**src/sv/dqz_pkg.sv**
```systemverilog
`timescale 1ns / 1ps
// Shared types, constants and a helper function for the int8 to float dequantizer.
// No dependencies.
package dqz_pkg;

   localparam int SAMPLE_W   = 8;
   localparam int VALUE_W    = 32;
   localparam int CSR_IDX_W  = 2;
   localparam int CSR_DATA_W = 32;
   localparam int DIFF_W     = 10;
   localparam int BEXP_W     = 10;
   localparam int LZ_W       = 5;

   localparam logic [VALUE_W-1:0] QNAN_DEFAULT = 32'h7FC0_0000;
   localparam logic [VALUE_W-1:0] SCALE_RESET  = 32'h3F80_0000;
   localparam logic [VALUE_W-1:0] QUIET_BIT    = 32'h0040_0000;
   localparam logic [7:0]         EXP_MAX      = 8'hFF;

   typedef enum logic [CSR_IDX_W-1:0] {
      CSR_SIGNED_MODE = 2'd0,
      CSR_ZERO_POINT  = 2'd1,
      CSR_SCALE_BITS  = 2'd2
   } csr_index_type;

   typedef struct packed {
      logic                signed_mode;
      logic [SAMPLE_W-1:0] zero_point;
      logic [VALUE_W-1:0]  scale_bits;
   } cfg_type;

   // leading zero count of a nonzero 32-bit word
   function automatic logic [LZ_W-1:0] lzc32(input logic [VALUE_W-1:0] x);
      logic [LZ_W-1:0] n;
      n = '0;
      for (int i = 0; i < VALUE_W; i++) begin
         if (x[i]) begin
            n = LZ_W'(VALUE_W - 1 - i);
         end
      end
      return n;
   endfunction

endpackage

```
**src/sv/dqz_channels.sv**
```systemverilog
`timescale 1ns / 1ps
// Valid/ready channel interfaces for request and response transfers.
// Depends on dqz_pkg.
interface dqz_req_if
   import dqz_pkg::*;
();
   logic                valid;
   logic                ready;
   logic [SAMPLE_W-1:0] sample;
   logic                last_in;

   modport source (output valid, sample, last_in, input ready);
   modport sink   (input valid, sample, last_in, output ready);
endinterface

interface dqz_rsp_if
   import dqz_pkg::*;
();
   logic               valid;
   logic               ready;
   logic [VALUE_W-1:0] value_bits;
   logic               last_out;

   modport source (output valid, value_bits, last_out, input ready);
   modport sink   (input valid, value_bits, last_out, output ready);
endinterface

```
**src/sv/dqz_pipe.sv**
```systemverilog
`timescale 1ns / 1ps
// Five-stage dequantize datapath: decode, multiply, normalize count, shift, round.
// Depends on dqz_pkg.
module dqz_pipe
   import dqz_pkg::*;
(
   input  logic                clock,
   input  logic                reset,
   input  cfg_type             cfg,
   input  logic                in_valid,
   output logic                in_ready,
   input  logic [SAMPLE_W-1:0] in_sample,
   input  logic                in_last,
   output logic                out_valid,
   input  logic                out_ready,
   output logic [VALUE_W-1:0]  out_value,
   output logic                out_last
);

   typedef struct packed {
      logic               last;
      logic               special;
      logic [VALUE_W-1:0] spec_value;
      logic               sign;
      logic [7:0]         exp;
   } ctl_type;

   typedef struct packed {
      ctl_type    ctl;
      logic [7:0] mag;
      logic [23:0] sig;
   } s1_type;

   typedef struct packed {
      ctl_type            ctl;
      logic [VALUE_W-1:0] prod;
   } s2_type;

   typedef struct packed {
      ctl_type            ctl;
      logic [VALUE_W-1:0] prod;
      logic [LZ_W-1:0]    lz;
      logic [BEXP_W-1:0]  bexp;
   } s3_type;

   typedef struct packed {
      ctl_type            ctl;
      logic [VALUE_W-1:0] norm;
      logic               subn;
      logic [22:0]        sub_mant;
      logic [BEXP_W-1:0]  bexp;
   } s4_type;

   logic [5:1] v_ff;
   logic [5:1] ld;
   s1_type s1_ff, s1_in;
   s2_type s2_ff, s2_in;
   s3_type s3_ff, s3_in;
   s4_type s4_ff, s4_in;
   logic [VALUE_W-1:0] val_ff, val_in;
   logic               last_ff;

   // stall chain: a stage loads when empty or when the stage after it loads
   assign ld[5]    = !v_ff[5] || out_ready;
   assign ld[4]    = !v_ff[4] || ld[5];
   assign ld[3]    = !v_ff[3] || ld[4];
   assign ld[2]    = !v_ff[2] || ld[3];
   assign ld[1]    = !v_ff[1] || ld[2];
   assign in_ready = ld[1];

   // stage 1: difference and scale decode
   always_comb begin
      logic signed [DIFF_W-1:0] a, b, d;
      logic [DIFF_W-1:0]        mag_w;
      logic [7:0]               e;
      logic [22:0]              f;
      logic                     rs;
      a = $signed({{(DIFF_W-SAMPLE_W){cfg.signed_mode & in_sample[SAMPLE_W-1]}}, in_sample});
      b = $signed({{(DIFF_W-SAMPLE_W){cfg.signed_mode & cfg.zero_point[SAMPLE_W-1]}},
                   cfg.zero_point});
      d = a - b;
      mag_w = d[DIFF_W-1] ? DIFF_W'(-d) : DIFF_W'(d);
      e  = cfg.scale_bits[30:23];
      f  = cfg.scale_bits[22:0];
      rs = d[DIFF_W-1] ^ cfg.scale_bits[31];
      s1_in.ctl.last       = in_last;
      s1_in.ctl.sign       = rs;
      s1_in.mag            = mag_w[7:0];
      s1_in.ctl.exp        = (e == 8'd0) ? 8'd1 : e;
      s1_in.sig            = {(e != 8'd0), f};
      s1_in.ctl.special    = 1'b1;
      if (e == EXP_MAX) begin
         if (f != 23'd0) begin
            s1_in.ctl.spec_value = cfg.scale_bits | QUIET_BIT;
         end else if (mag_w == '0) begin
            s1_in.ctl.spec_value = QNAN_DEFAULT;
         end else begin
            s1_in.ctl.spec_value = {rs, EXP_MAX, 23'd0};
         end
      end else if (mag_w == '0 || (e == 8'd0 && f == 23'd0)) begin
         s1_in.ctl.spec_value = {rs, 31'd0};
      end else begin
         s1_in.ctl.special    = 1'b0;
         s1_in.ctl.spec_value = '0;
      end
   end

   // stage 2: 8 x 24 product
   always_comb begin
      s2_in.ctl  = s1_ff.ctl;
      s2_in.prod = VALUE_W'({24'd0, s1_ff.mag} * {8'd0, s1_ff.sig});
   end

   // stage 3: leading zeros and biased exponent
   always_comb begin
      s3_in.ctl  = s2_ff.ctl;
      s3_in.prod = s2_ff.prod;
      s3_in.lz   = lzc32(s2_ff.prod);
      s3_in.bexp = BEXP_W'({2'b00, s2_ff.ctl.exp} + BEXP_W'(8)
                           - {{(BEXP_W-LZ_W){1'b0}}, s3_in.lz});
   end

   // stage 4: normalize, or align a subnormal result
   always_comb begin
      logic [LZ_W-1:0]    sub_sh;
      logic [VALUE_W-1:0] sub_w;
      sub_sh = LZ_W'(s3_ff.ctl.exp - 8'd1);
      sub_w  = s3_ff.prod << sub_sh;
      s4_in.ctl      = s3_ff.ctl;
      s4_in.norm     = s3_ff.prod << s3_ff.lz;
      s4_in.subn     = $signed(s3_ff.bexp) < $signed(BEXP_W'(1));
      s4_in.sub_mant = sub_w[22:0];
      s4_in.bexp     = s3_ff.bexp;
   end

   // stage 5: round to nearest even and pack
   always_comb begin
      logic              rup;
      logic [24:0]       sum;
      logic [BEXP_W-1:0] exp_f;
      rup   = s4_ff.norm[7] & (s4_ff.norm[8] | (|s4_ff.norm[6:0]));
      sum   = {1'b0, s4_ff.norm[31:8]} + {24'd0, rup};
      exp_f = s4_ff.bexp + {{(BEXP_W-1){1'b0}}, sum[24]};
      if (s4_ff.ctl.special) begin
         val_in = s4_ff.ctl.spec_value;
      end else if (s4_ff.subn) begin
         val_in = {s4_ff.ctl.sign, 8'd0, s4_ff.sub_mant};
      end else if ($signed(exp_f) >= $signed(BEXP_W'(255))) begin
         val_in = {s4_ff.ctl.sign, EXP_MAX, 23'd0};
      end else begin
         val_in = {s4_ff.ctl.sign, exp_f[7:0], sum[22:0]};
      end
   end

   always_ff @(posedge clock) begin
      if (reset) begin
         v_ff <= '0;
      end else begin
         if (ld[1]) begin
            v_ff[1] <= in_valid;
         end
         for (int k = 2; k <= 5; k++) begin
            if (ld[k]) begin
               v_ff[k] <= v_ff[k-1];
            end
         end
      end
   end

   always_ff @(posedge clock) begin
      if (ld[1]) begin
         s1_ff <= s1_in;
      end
      if (ld[2]) begin
         s2_ff <= s2_in;
      end
      if (ld[3]) begin
         s3_ff <= s3_in;
      end
      if (ld[4]) begin
         s4_ff <= s4_in;
      end
      if (ld[5]) begin
         val_ff  <= val_in;
         last_ff <= s4_ff.ctl.last;
      end
   end

   assign out_valid = v_ff[5];
   assign out_value = val_ff;
   assign out_last  = last_ff;

endmodule

```
**src/sv/int8_to_float_dequantizer.sv**
```systemverilog
`timescale 1ns / 1ps
// Dequantizes one 8-bit sample per transfer to an IEEE single: (sample - zero_point) * scale,
// rounded to nearest even with full IEEE handling of infinities, NaN and subnormals. The
// block takes one sample every clock unless response backpressure stalls it; each request
// transfer passes through the five register stages of the datapath (decode, 8x24 multiply,
// leading-zero count, normalize shift, round), the first of which loads on the transfer
// edge. Backpressure on the response side stalls only the stages that are full. Write
// configuration only while no transfer is in flight.
// Depends on dqz_pkg, dqz_channels and dqz_pipe.
module int8_to_float_dequantizer
   import dqz_pkg::*;
(
   input  logic                  clock,
   input  logic                  reset,
   dqz_req_if.sink               req_if,
   dqz_rsp_if.source             rsp_if,
   input  logic                  csr_write_enable,
   input  logic [CSR_IDX_W-1:0]  csr_index,
   input  logic [CSR_DATA_W-1:0] csr_write_data
);

   cfg_type cfg_ff;

   always_ff @(posedge clock) begin
      if (reset) begin
         cfg_ff.signed_mode <= 1'b0;
         cfg_ff.zero_point  <= '0;
         cfg_ff.scale_bits  <= SCALE_RESET;
      end else if (csr_write_enable) begin
         case (csr_index_type'(csr_index))
            CSR_SIGNED_MODE: cfg_ff.signed_mode <= csr_write_data[0];
            CSR_ZERO_POINT:  cfg_ff.zero_point  <= csr_write_data[SAMPLE_W-1:0];
            CSR_SCALE_BITS:  cfg_ff.scale_bits  <= csr_write_data[VALUE_W-1:0];
            default: ;
         endcase
      end
   end

   dqz_pipe u_pipe (
      .clock     (clock),
      .reset     (reset),
      .cfg       (cfg_ff),
      .in_valid  (req_if.valid),
      .in_ready  (req_if.ready),
      .in_sample (req_if.sample),
      .in_last   (req_if.last_in),
      .out_valid (rsp_if.valid),
      .out_ready (rsp_if.ready),
      .out_value (rsp_if.value_bits),
      .out_last  (rsp_if.last_out)
   );

endmodule

```
**src/flat_wrapper.sv**
```systemverilog
// flat-port wrapper written by rule: the top's interface ports become plain ports
module int8_to_float_dequantizer_flat import dqz_pkg::*;
  (clock, reset, csr_write_enable, csr_index, csr_write_data, req_if_valid, req_if_sample, req_if_last_in, req_if_ready, rsp_if_valid, rsp_if_value_bits, rsp_if_last_out, rsp_if_ready);
  dqz_req_if req_if_i ();
  dqz_rsp_if rsp_if_i ();
  input  logic clock;
  input  logic reset;
  input  logic csr_write_enable;
  input  logic [CSR_IDX_W-1:0] csr_index;
  input  logic [CSR_DATA_W-1:0] csr_write_data;
  input wire logic [$bits(req_if_i.valid)-1:0] req_if_valid;
  input wire logic [$bits(req_if_i.sample)-1:0] req_if_sample;
  input wire logic [$bits(req_if_i.last_in)-1:0] req_if_last_in;
  output wire logic [$bits(req_if_i.ready)-1:0] req_if_ready;
  output wire logic [$bits(rsp_if_i.valid)-1:0] rsp_if_valid;
  output wire logic [$bits(rsp_if_i.value_bits)-1:0] rsp_if_value_bits;
  output wire logic [$bits(rsp_if_i.last_out)-1:0] rsp_if_last_out;
  input wire logic [$bits(rsp_if_i.ready)-1:0] rsp_if_ready;
  assign req_if_i.valid = req_if_valid;
  assign req_if_i.sample = req_if_sample;
  assign req_if_i.last_in = req_if_last_in;
  assign req_if_ready = req_if_i.ready;
  assign rsp_if_valid = rsp_if_i.valid;
  assign rsp_if_value_bits = rsp_if_i.value_bits;
  assign rsp_if_last_out = rsp_if_i.last_out;
  assign rsp_if_i.ready = rsp_if_ready;
  int8_to_float_dequantizer u_core (.clock(clock), .reset(reset), .req_if(req_if_i), .rsp_if(rsp_if_i), .csr_write_enable(csr_write_enable), .csr_index(csr_index), .csr_write_data(csr_write_data));
endmodule
```
**config.mk**
```make
export PLATFORM = sky130hd
export DESIGN_NAME = int8_to_float_dequantizer_flat
export DESIGN_NICKNAME = d
export VERILOG_FILES = /design/src/sv/dqz_pkg.sv /design/src/sv/dqz_channels.sv /design/src/sv/dqz_pipe.sv /design/src/sv/int8_to_float_dequantizer.sv /design/src/flat_wrapper.sv
export SDC_FILE = /design/constraint.sdc
export NUM_CORES = 1
export LEC_CHECK = 0
export ABC_CLOCK_PERIOD_IN_PS = 6400
export BUFFER_PORTS_ARGS = -buffer_cell sky130_fd_sc_hd__buf_2
export CAP_MARGIN = 20
export CORE_UTILIZATION = 39
export CTS_CLUSTER_DIAMETER = 40
export DETAILED_ROUTE_END_ITERATION = 10
export GPL_ROUTABILITY_DRIVEN = 0
export PLACE_DENSITY_LB_ADDON = 0.25
export RECOVER_POWER = 50
export SLEW_MARGIN = 25
export SYNTH_ARGS = -nofsm -noshare
export SYNTH_HDL_FRONTEND = slang
export SYNTH_SLANG_ARGS = --single-unit
```
**constraint.sdc**
```tcl
create_clock -name clock -period 6.4 [get_ports clock]
set_clock_uncertainty 0.1 [all_clocks]
set_input_delay 1.92 -clock clock [delete_from_list [all_inputs] [get_ports clock]]
set_output_delay 1.92 -clock clock [all_outputs]
set_load 0.02 [all_outputs]
```
After elaboration in Yosys (flattened, before gate mapping)
Index checks and enable logic that the tools add are counted.
- bits in registers: 417
- word-level logic and storage cells: 122
- input port bits: 48
- output and inout bits: 35
- mux-type cells: 41
- bitwise gates (word level): 5
- reduce and logical (&&, ||, !) cells: 22
- $add $sub $neg: 7
- eq/ne operators: 3
- $mul: 1
- shifts and indexed selects: 2
- order comparisons: 2
- operator list (kind ; number):
    $mux 32 ; 5
    $mux 5 ; 32
    $mux 31 ; 2
    $mul 8x24->32 ; 1
    $shl 32x5->23 ; 1
    $shl 32x5->32 ; 1
    $add 24x1->25 ; 1
    $logic_not 23->1 ; 1
    $reduce_bool 23->1 ; 1
    $add 10x1->10 ; 1
    $ge 10x9->1 const B ; 1
    $logic_not 10->1 ; 1
    $lt 10x2->1 const B ; 1
    $mux 10 ; 1
    $neg 10->10 ; 1
    $sub 9x5->10 ; 1
    $sub 9x9->10 ; 1
    $add 8x4->9 const B ; 1
    $eq 8x8->1 const B ; 1
    $logic_not 8->1 ; 1
    $reduce_bool 8->1 ; 1
    $reduce_or 7->1 ; 1
    $logic_or 1x1->1 ; 6
    $reduce_and 2->1 ; 3
    other kinds (10) ; 16

Logic depth before layout (Yosys ltp)
- depth after elaboration: 33
- mapped depth: 19
- depth with buffers taken out: 19

Cells and area by module
From an unflattened synthesis, not the netlist that was laid out.
- cell total of the unflattened synthesis: 2118
- area, all modules: 24378.4 um^2
- modules (own cells, without submodules) (module ; cells each ; seq. area each (um^2) ; area an instance (um^2) ; instances):
    dqz_pipe ; 1947 ; 11240.8 ; 22594.2 ; 1
    int8_to_float_dequantizer ; 171 ; 820.8 ; 1784.2 ; 1

Least setup slack after synthesis
OpenSTA, ideal clock, no wires.
- kind: input-to-output
- start: in rsp_if_ready
- end: out req_if_ready
- data required time: 4.380 ns
- arrival: 4.244 ns
- path slack: 0.136 ns
- stages: 3
- path buffers: 0
- cells stage by stage: nor2b_1 and3_1 nand3_1
- cells in the longest elaborated chain, start to end: 5
- ends and longest elaborated chain (element ; line ; text):
    from (decl) ; flat_wrapper.sv:18 ; input wire logic [$bits(rsp_if_i.ready)-1:0] rsp_if_ready;
    $logic_or 1x1->1 ; dqz_pipe.sv:64 ; assign ld[5] = !v_ff[5] || out_ready;
    $logic_or 1x1->1 ; dqz_pipe.sv:65 ; assign ld[4] = !v_ff[4] || ld[5];
    $logic_or 1x1->1 ; dqz_pipe.sv:66 ; assign ld[3] = !v_ff[3] || ld[4];
    $logic_or 1x1->1 ; dqz_pipe.sv:67 ; assign ld[2] = !v_ff[2] || ld[3];
    $logic_or 1x1->1 ; dqz_pipe.sv:68 ; assign ld[1] = !v_ff[1] || ld[2];
    to (decl) ; flat_wrapper.sv:14 ; output wire logic [$bits(req_if_i.ready)-1:0] req_if_ready;
No other way between the ends.

==> impl_metrics.json <==
{
  "antenna_found_initial": 0,
  "p_sw_mw": 2.93,
  "crit_path_frequent_cell": "fa_1",
  "cpPeakStageDelay_ns": 0.88,
  "cts_hold_repair.buffers": 0,
  "fmax_ghz": 0.174,
  "final_util_pct": 44.7,
  "drv_cap": 5,
  "rsz0062_at_grt": "false",
  "wl_met1_mm": 24.9,
  "arrival_ns": 5.99,
  "final.setup.worst_slack_ns": 0.641,
  "cts_root_buffer": "clkbuf_16",
  "vdd_drop_max_mv": 0.229,
  "netlist_instances": 2115,
  "rows": 90,
  "slew_headroom_pct": -66.7,
  "fin_crit_ns": 5.76,
  "antenna_left": 0,
  "synth_cell_types": 74,
  "synth_async_sr_flop_share_pct": 0,
  "io-pin-count": 83,
  "tns_ns": 0,
  "grt_usage_pct": 17.1,
  "switching_share_pct": 32.2,
  "tightestPinTransition_ns": 2.50,
  "die_y_um": 251,
  "dr_wl_met2_mm": 24.7,
  "place_hpwl_mm": 40.3,
  "vias": 15600,
  "initial_core_util_pct": 39.7,
  "fin_nets": 2435,
  "wl_per_cell_um": 17.9,
  "ys.flop_type": "edfxtp_1",
  "yosys_warnings": 0,
  "syn_to_final_growth_pct": 12.4,
  "first_iter_violations": 985,
  "most-common-layout-cells": "edfxtp_1, nand2_1, inv_1, nor2_1, fa_1",
  "violations": "max-capacitance violations, max-slew violations",
  "drc": 0,
  "synth.net_count": 2375,
  "crit_slowest_cell": "edfxtp_1",
  "wl_mm": 53.7,
  "antenna_cells": 0,
  "first_pass_iters": 5,
  "final_common_cell": "edfxtp_1",
  "end_kind": "flip-flop",
  "status": "finished, violations left",
  "synth-edff-count": 371,
  "clockPowerShare_pct": 32.5,
  "fin_cells": 2997,
  "grt_remaining_overflow": 0,
  "p_per_area_nw_per_um2": 336,
  "grt_max_degree": 85,
  "dp_slack_ns": 0.654,
  "hold_viol": 0,
  "numPortBuffers": 82,
  "dp_cells": 2902,
  "hold_path.class": "reg2reg",
  "avgSynthCellArea_um2": 11.4,
  "leakagePower_nw": 11.1,
  "syn_area_um2": 24100,
  "viasPerCell": 5.19,
  "path_max_fanout": 24,
  "maxSlewViolCount": 261,
  "core_um2": 60700,
  "clkTransAtPathRegs_ns": 0.06,
  "setup_viol": 0,
  "fp.dieArea_um2": 62800,
  "grt_pass1_wl_mm": 85.3,
  "numCtsBuffers": 53,
  "fin_crit_sh_pct": 90.0,
  "clk_path_buf_depth": 3,
  "seq_area_frac_synth_pct": 50.0,
  "p_int_mw": 6.19,
  "clkSinkCount": 417,
  "top_layer": "met4",
  "ys_ff_latch": 417,
  "drive_gt1_share_pct": 11.1,
  "combPwrFrac_pct": 25.2,
  "cts_tree": "done",
  "grt_pass1_vias": 15700,
  "post_cts_buffers": 0,
  "cts_resized": 0,
  "pwr-share-seq_pct": 42.4,
  "cp.required_ns": 6.63,
  "clkLatencyLatePin_ns": 0.59,
  "wl_met3_mm": 2.60,
  "start_kind": "flip-flop",
  "path_cells": "nand2_1 -> fa_1 -> fa_1 -> inv_1 -> fa_1 -> fa_1 -> ha_1 -> o21a_1 -> o211ai_1 -> a21oi_1 -> o21ai_1 -> a211oi_1 -> a2111oi_0 -> a21oi_1 -> xor2_1",
  "htree_levels": 2,
  "dieWidth_um": 251,
  "setup.worst_path.class": "reg2reg"
}
[state kept, by name, summed over array words and instances (netlist names)]
register and count:
u_core.u_pipe.out_value 32, u_core.cfg_ff 41, u_core.u_pipe.v_ff 5, u_core.u_pipe.s1_ff 75, u_core.u_pipe.out_last 1, u_core.u_pipe.s3_ff 87, u_core.u_pipe.s4_ff 101, u_core.u_pipe.s2_ff 75
[routing by layer]
layer / GRT usage [%] / up-vias
met4: 5.84 / 0
met5: 0 / -
met3: 2.71 / 90
met2: 27.2 / 415
li1: - / 7499
met1: 23.9 / 7553
[cell type report]
cell class                 count  area [µm²]
clock buffer                  60        1370
clock inverter                35         423
fill                        5522       33600
inverter                     194         731
multi-input combinational   1411       11000
sequential                   417       12100
tap                          782         978
timing repair buffer          98         519
[worst max-delay path: cells and delay by family, from the launching register on]
kind / cells / cell delay [ns]
flip-flops: 1 / 0.88
AO/OA/AOI/OAI: 7 / 1.84
adder cells (fa/ha/maj): 5 / 2.31
buffers and inverters: 1 / 0.05
AND/OR/NAND/NOR: 1 / 0.17
XOR/XNOR: 1 / 0.17
[metrics by stage]
step / hold slack [ns] / area, µm² / total power [mW]
after global placement: 0.301 / 25300 / 6.16
after global routing: 0.309 / 27100 / 9.59
after floorplan: 0.300 / 24100 / 5.47
after CTS: 0.305 / 27100 / 9.19
after detailed placement: 0.305 / 25300 / 6.21
final: 0.303 / 27100 / 9.12
[power groups by stage]
stage	Sequential (mW)	Combinational, mW	Clock [mW]
2_1_floorplan	3.86	1.61	0
3_3_place_gp	3.90	2.26	0
3_5_place_dp	3.92	2.29	0
4_1_cts	3.86	2.31	3.02
5_1_grt	3.93	2.54	3.12
6_report	3.86	2.30	2.96
[cell families after synthesis]
family                   share of synthesized area (%)
XOR/XNOR                                          2.77
multiplexers                                      5.18
AO/OA/AOI/OAI                                     8.51
buffers and inverters                             4.50
adder cells (fa/ha/maj)                           15.2
AND/OR/NAND/NOR                                   13.8
flip-flops                                        50.0
[final timing paths]
path	from	to	slack (ns)	cells past startpoint
max	u_core.u_pipe.s1_ff[27]	u_core.u_pipe.s2_ff[29]	0.64	15
max reg2reg	u_core.u_pipe.s1_ff[27]	u_core.u_pipe.s2_ff[29]	0.64	15
min reg2reg	u_core.u_pipe.s1_ff[44]	u_core.u_pipe.s2_ff[44]	0.30	0
min	u_core.u_pipe.s1_ff[44]	u_core.u_pipe.s2_ff[44]	0.30	0
[synthesized netlist by cell type, types with 28 or more instances]
master    number  area share (%)
edfxtp_1     371              46
nand2_1      293             4.6
inv_1        192             3.0
nor2_1       137             2.1
fa_1         134              11
a21oi_1      122             2.5
and2_1        98             2.5
clkbuf_1      82             1.3
ha_1          78             4.0
o21ai_0       59             1.2
mux2i_1       54             2.2
dfxtp_1       46             3.8
xnor2_1       46             1.7
and3_1        28            0.73
Note: power is estimated with default switching activity, not from simulation.
